==> config.mk <==
export PLATFORM = sky130hd
export DESIGN_NAME = crgr_back
export DESIGN_NICKNAME = d
export VERILOG_FILES = /design/src/design/assert_macros.svh /design/src/design/crgr_pkg.sv /design/src/design/crgr_back.sv
export SDC_FILE = /design/constraint.sdc
export NUM_CORES = 1
export LEC_CHECK = 0
export ABC_AREA = 1
export BUFFER_PORTS_ARGS = -buffer_cell sky130_fd_sc_hd__buf_4
export CAP_MARGIN = 20
export CORE_MARGIN = 5
export CORE_UTILIZATION = 30
export DETAILED_ROUTE_END_ITERATION = 6
export GPL_TIMING_DRIVEN = 0
export SLEW_MARGIN = 20
export SYNTH_ARGS = -nofsm -noshare
export SYNTH_HDL_FRONTEND = slang
export SYNTH_SLANG_ARGS = --single-unit
==> constraint.sdc <==
create_clock -name clk -period 3.1 [get_ports clk]
set_clock_uncertainty 0.2 [all_clocks]
set_input_delay 0.62 -clock clk [delete_from_list [all_inputs] [get_ports clk]]
set_output_delay 0.62 -clock clk [all_outputs]
set_load 0.005 [all_outputs]
==> src/design/assert_macros.svh <==
// assertion macros for the encoder design
// no dependencies
`ifndef ASSERT_MACROS_SVH
`define ASSERT_MACROS_SVH
`ifndef SYNTHESIS
`define ASSERT_IMPLIES(label, clk, rst_n, a, b) \
	label: assert property (@(posedge clk) disable iff (!rst_n) (a) |-> (b)) else $error("fail");
`define ASSERT_NEXT(label, clk, rst_n, a, b) \
	label: assert property (@(posedge clk) disable iff (!rst_n) (a) |=> (b)) else $error("fail");
`else
`define ASSERT_IMPLIES(label, clk, rst_n, a, b)
`define ASSERT_NEXT(label, clk, rst_n, a, b)
`endif
`endif

==> src/design/crgr_pkg.sv <==
// shared types and constants for the context rank golomb rice encoder
// no dependencies
package crgr_pkg;
	localparam int ADAPT_INTERVAL = 256;
	localparam int COUNT_BITS = 32;
	localparam int RCNT_W = $clog2(ADAPT_INTERVAL + 1);
	localparam int RSUM_W = RCNT_W + 8;
	localparam int ADDR_W = 16;
	localparam int QDEPTH = 2;
	localparam logic [2:0] K_RESET = 3'd3;
	localparam logic [8:0] END_CODE = 9'd256;

	typedef struct packed {
		logic action;
		logic [7:0] symbol;
	} in_item_t;

	typedef struct packed {
		logic [31:0] packed_word;
		logic last_of_item;
		logic stream_end;
	} out_item_t;

	// code job from front to back
	typedef struct packed {
		logic [8:0] value;
		logic [2:0] k;
		logic is_end;
	} job_t;

	typedef enum logic [3:0] {
		F_CLEAR, F_IDLE, F_RD_RANK, F_WT_RANK, F_SCAN_RD, F_SCAN_WT, F_SCAN_CNT,
		F_SWAP_RD, F_SWAP_WT, F_WRITE, F_PUSH
	} fstate_t;
endpackage

==> src/design/crgr_back.sv <==
// back: golomb rice bit packer into 32-bit words
// depends on crgr_pkg
module crgr_back import crgr_pkg::*; (
	input  logic clk,
	input  logic arst_n,
	input  logic job_valid,
	output logic job_ready,
	input  job_t job_data,
	output logic out_valid,
	input  logic out_ready,
	output out_item_t out_data
);
	logic busy_q, busy_d;
	job_t j_q, j_d;
	logic [8:0] qv_q, qv_d;
	logic [8:0] len_q, len_d;
	logic [8:0] pos_q, pos_d;
	logic flush_q, flush_d;
	logic [31:0] buf_q, buf_d;
	logic [4:0] fill_q, fill_d;
	logic ov_q, ov_d;
	out_item_t od_q, od_d;
	logic bit_v, last_bit, last_word, stall;
	logic [31:0] nbuf;
	logic [8:0] qv_in;

	assign job_ready = !busy_q;
	assign out_valid = ov_q;
	assign out_data = od_q;
	assign qv_in = job_data.value >> job_data.k;

	always_comb begin
		if (pos_q < qv_q) bit_v = 1'b0;
		else if (pos_q == qv_q) bit_v = 1'b1;
		else bit_v = j_q.value[3'(pos_q - qv_q - 9'd1)];
		last_bit = (pos_q + 9'd1 == len_q);
		// a non-end item has no further word once fewer than 32 bits follow this one
		last_word = j_q.is_end ? last_bit : (len_q - pos_q <= 9'd32);
		nbuf = buf_q | (32'(bit_v) << fill_q);
		stall = ov_q && !out_ready;
	end

	always_comb begin
		busy_d = busy_q;
		j_d = j_q;
		qv_d = qv_q;
		len_d = len_q;
		pos_d = pos_q;
		flush_d = flush_q;
		buf_d = buf_q;
		fill_d = fill_q;
		ov_d = ov_q && !out_ready;
		od_d = od_q;
		if (!busy_q) begin
			if (job_valid) begin
				busy_d = 1'b1;
				j_d = job_data;
				qv_d = qv_in;
				len_d = qv_in + 9'd1 + 9'(job_data.k);
				pos_d = '0;
				flush_d = 1'b0;
			end
		end else if (!stall) begin
			if (flush_q) begin
				// flush step of end item
				busy_d = 1'b0;
				flush_d = 1'b0;
				ov_d = 1'b1;
				od_d.packed_word = buf_q;
				od_d.last_of_item = 1'b1;
				od_d.stream_end = 1'b1;
				buf_d = '0;
				fill_d = '0;
			end else begin
				if (fill_q == 5'd31) begin
					ov_d = 1'b1;
					od_d.packed_word = nbuf;
					od_d.last_of_item = last_word;
					od_d.stream_end = j_q.is_end && last_bit;
					buf_d = '0;
					fill_d = '0;
				end else begin
					buf_d = nbuf;
					fill_d = fill_q + 1'b1;
				end
				pos_d = pos_q + 1'b1;
				if (last_bit) begin
					if (j_q.is_end && fill_q != 5'd31) flush_d = 1'b1;
					else busy_d = 1'b0;
				end
			end
		end
	end

	always_ff @(posedge clk or negedge arst_n) begin
		if (!arst_n) begin
			busy_q <= 1'b0;
			flush_q <= 1'b0;
			buf_q <= '0;
			fill_q <= '0;
			ov_q <= 1'b0;
		end else begin
			busy_q <= busy_d;
			flush_q <= flush_d;
			buf_q <= buf_d;
			fill_q <= fill_d;
			ov_q <= ov_d;
		end
	end

	always_ff @(posedge clk) begin
		j_q <= j_d;
		qv_q <= qv_d;
		len_q <= len_d;
		pos_q <= pos_d;
		od_q <= od_d;
	end
endmodule

==> impl_metrics.yaml <==
sta:
  worst_pin_slew_ns: 1.01
  rsz0062_at_grt: "false"
  hold_ws_ns: 0.0357
  drv_slew: 0
  finalSetupTns_ns: 0
  post-route-min-period_ns: 2.79
  hold_violations: 0
  relSlewSlack_pct: 32.9
  fin_crit_sh_pct: 90.0
  max_clock_freq_mhz: 358
  finalSetupViolCount: 0
die:
  rows: 51
  chipHeight_um: 150
  die-area_mm2: 0.0226
  initial_core_util_pct: 30.4
  coreArea_mm2: 0.0195
  die_width_um: 150
  io_pins: 53
final_layout:
  drive_gt1_share_pct: 12.9
  n_antenna_cell: 0
  syn_to_final_growth_pct: 17.8
  mostFrequentLayoutCell: "nand2_1"
  final_cell_mix: "nand2_1, inv_1, edfxtp_1"
  final_nets: 782
worst_setup_path:
  worstPathArrival_ns: 2.65
  r2r_cells: 8
  endpoint: "out_data[15]$_DFFE_PP_"
  critPathKind: "flop to flop"
  r2r_setup_slack_ns: 0.31
  cp_data_required_time_ns: 2.96
  r2r_end: "out_data[15]$_DFFE_PP_"
  setup.worst_path.start: "fill_q[0]$_DFFE_PN0P_"
  critPathCaptureType: "flop"
  cp_max_fo: 28
  start_kind: "flop"
  r2r-start: "fill_q[0]$_DFFE_PN0P_"
hold_path:
  hold_path_class: "primary input to asynchronous set/reset pin"
detailed_routing:
  num_vias: 4385
  wl_um: 11700
  dr.pass1.iters: 4
  wl_per_cell_um: 11.6
  drtIter0Drc: 218
  drc: 0
  antenna_left: 0
  viasPerCell: 4.35
cts:
  post_cts_buffers: 0
  clk_pin_slew_ns: 0.08
  numCtsBuffers: 9
  hold_buffers: 0
  cts_htree_levels: 3
  cts_buffer_depth: 2
  cts_tree: "yes"
  cts.repair.resized: 0
  clock_sinks: 110
  cts_root_buf: "clkbuf_16"
  clkLatencyLatePin_ns: 0.36
global_route:
  grt_max_degree: 41
  grt_pass1_wl_um: 19900
  antenna_found_initial: 0
  gr-total-overflow: 0
  grt_pass1_vias: 4127
  grt_use_total_pct: 11.1
synthesis:
  synthAdderAreaFrac_pct: 5.75
  yosys_warnings: 0
  ys_seq_area_share_pct: 52.5
  synth_edf_count: 70
  syn-instance-count: 674
  synth-compound-area-share_pct: 7.53
  synth.distinct_cells: 42
  synth-xor-area-share_pct: 2.22
  synth_mux_area_share_pct: 0
  syn-cell-area_mm2: 0.00591
  postSynthNetCount: 717
  synth-seq-cells: 110
  syn_avg_cell_area_um2: 8.78
  synthArstFlopShare_pct: 36.4
  synth_flop_cell: "edfxtp_1"
  synth_top_family_by_area: "simple AND/OR/NAND/NOR gates"
  yosys.area_share.simple_pct: 23.8
power_and_ir_drop:
  leakagePower_nw: 3.19
  peakVddDrop_uv: 295
  power_density_mw_per_mm2: 754
placement:
  hpwlAfterDp_um: 9160
  gp_congestion: 0.822
  port_buffers: 52
run_status:
  status: "completed"
job:
  maxCapViolCount: 0
-- Yosys cell counts (3+ instances only) --
master    instances  area (µm²)
nand2_1         179         672
inv_1           102         383
edfxtp_1         70        2100
nor2_1           69         259
a21oi_1          42         210
dfrtp_1          40        1000
nand3_1          33         165
ha_1             24         300
nand4_1          15        93.8
clkbuf_1         14        52.6
o21ai_0          13        65.1
xor2_1           10        87.6
nand3b_1          9        67.6
xnor2_1           5        43.8
buf_2             3        15.0
nand2_4           3        33.8
nand3_2           3        30.0
nor3_1            3        15.0
o21ai_2           3        26.3
o21bai_1          3        22.5
-- critical path, cell delays in order (launching register included) --
cell and delay, ns:
dfrtp_1 0.44, ha_1 0.17, inv_1 0.05, nor2_1 0.11, ha_1 0.19, nor2_1 0.10
nor3_2 0.50, clkbuf_2 0.48, buf_12 0.25
-- routing by layer --
layer | global-route usage (%) | vias up | wire length, µm
met5 | 0 | - | 0
met4 | 3.16 | 0 | 165
met3 | 2.74 | 14 | 504
met2 | 18.4 | 72 | 5650
met1 | 14.3 | 1996 | 5410
li1 | - | 2303 | -
-- area by class of cell --
type	instances	area, µm²
well taps	265	332
multi-input cells	439	2330
fillers	1977	12500
clock inverters	7	56.3
flip-flops and latches	110	3100
repair buffers	54	430
plain buffers	20	95.1
inverters	105	394
clock buffers	9	225
-- state kept, by name (all words and copies together), names as in the netlist --
signal and flops:
len_q 9, busy_q 1, out_valid 1, buf_q 32, fill_q 5, out_data 34, j_q 9, qv_q 9
pos_q 9, flush_q 1
-- metrics by stage --
step           total power (W)  area (µm²)  utilization [%]  std cells  setup slack [ns]
6_report               0.00526        6970             35.8       1009             0.309
5_1_grt                0.00575        6970             35.8       1009            0.0789
4_1_cts                0.00533        6970             35.8       1009             0.253
3_5_place_dp           0.00422        6690             34.3        993           -0.0163
3_3_place_gp           0.00417        6640             34.1        991            -0.812
2_1_floorplan          0.00367        5910                -        674            0.0811
-- worst min path at each step --
stage,to,start,cells past startpoint
floorplan,buf_q[0]$_DFFE_PN0P_,arst_n,0
global placement,out_data[28]$_DFFE_PP_,buf_q[26]$_DFFE_PN0P_,2
detailed placement,out_data[13]$_DFFE_PP_,buf_q[11]$_DFFE_PN0P_,2
CTS,buf_q[31]$_DFFE_PN0P_,arst_n,1
global route,buf_q[23]$_DFFE_PN0P_,arst_n,1
finish,buf_q[31]$_DFFE_PN0P_,arst_n,1
-- power breakdown --
part / total (W) / leakage [nW] / internal [W] / switching (W)
logic: 0.00195 / 1.89 / 0.000713 / 0.00124
registers: 0.00221 / 1.16 / 0.00201 / 0.000199
clock network: 0.00109 / 0.137 / 0.000556 / 0.000534
total: 0.00526 / 3.19 / 0.00328 / 0.00197
-- cell families after synthesis --
logic type               after synthesis
AND/OR/NAND/NOR                      323
buffers and inverters                125
flip-flops                           110
AO/OA/AOI/OAI                         75
adder cells (fa/ha/maj)               26
XOR/XNOR                              15
No activity file was read; power rests on OpenSTA's default activity.
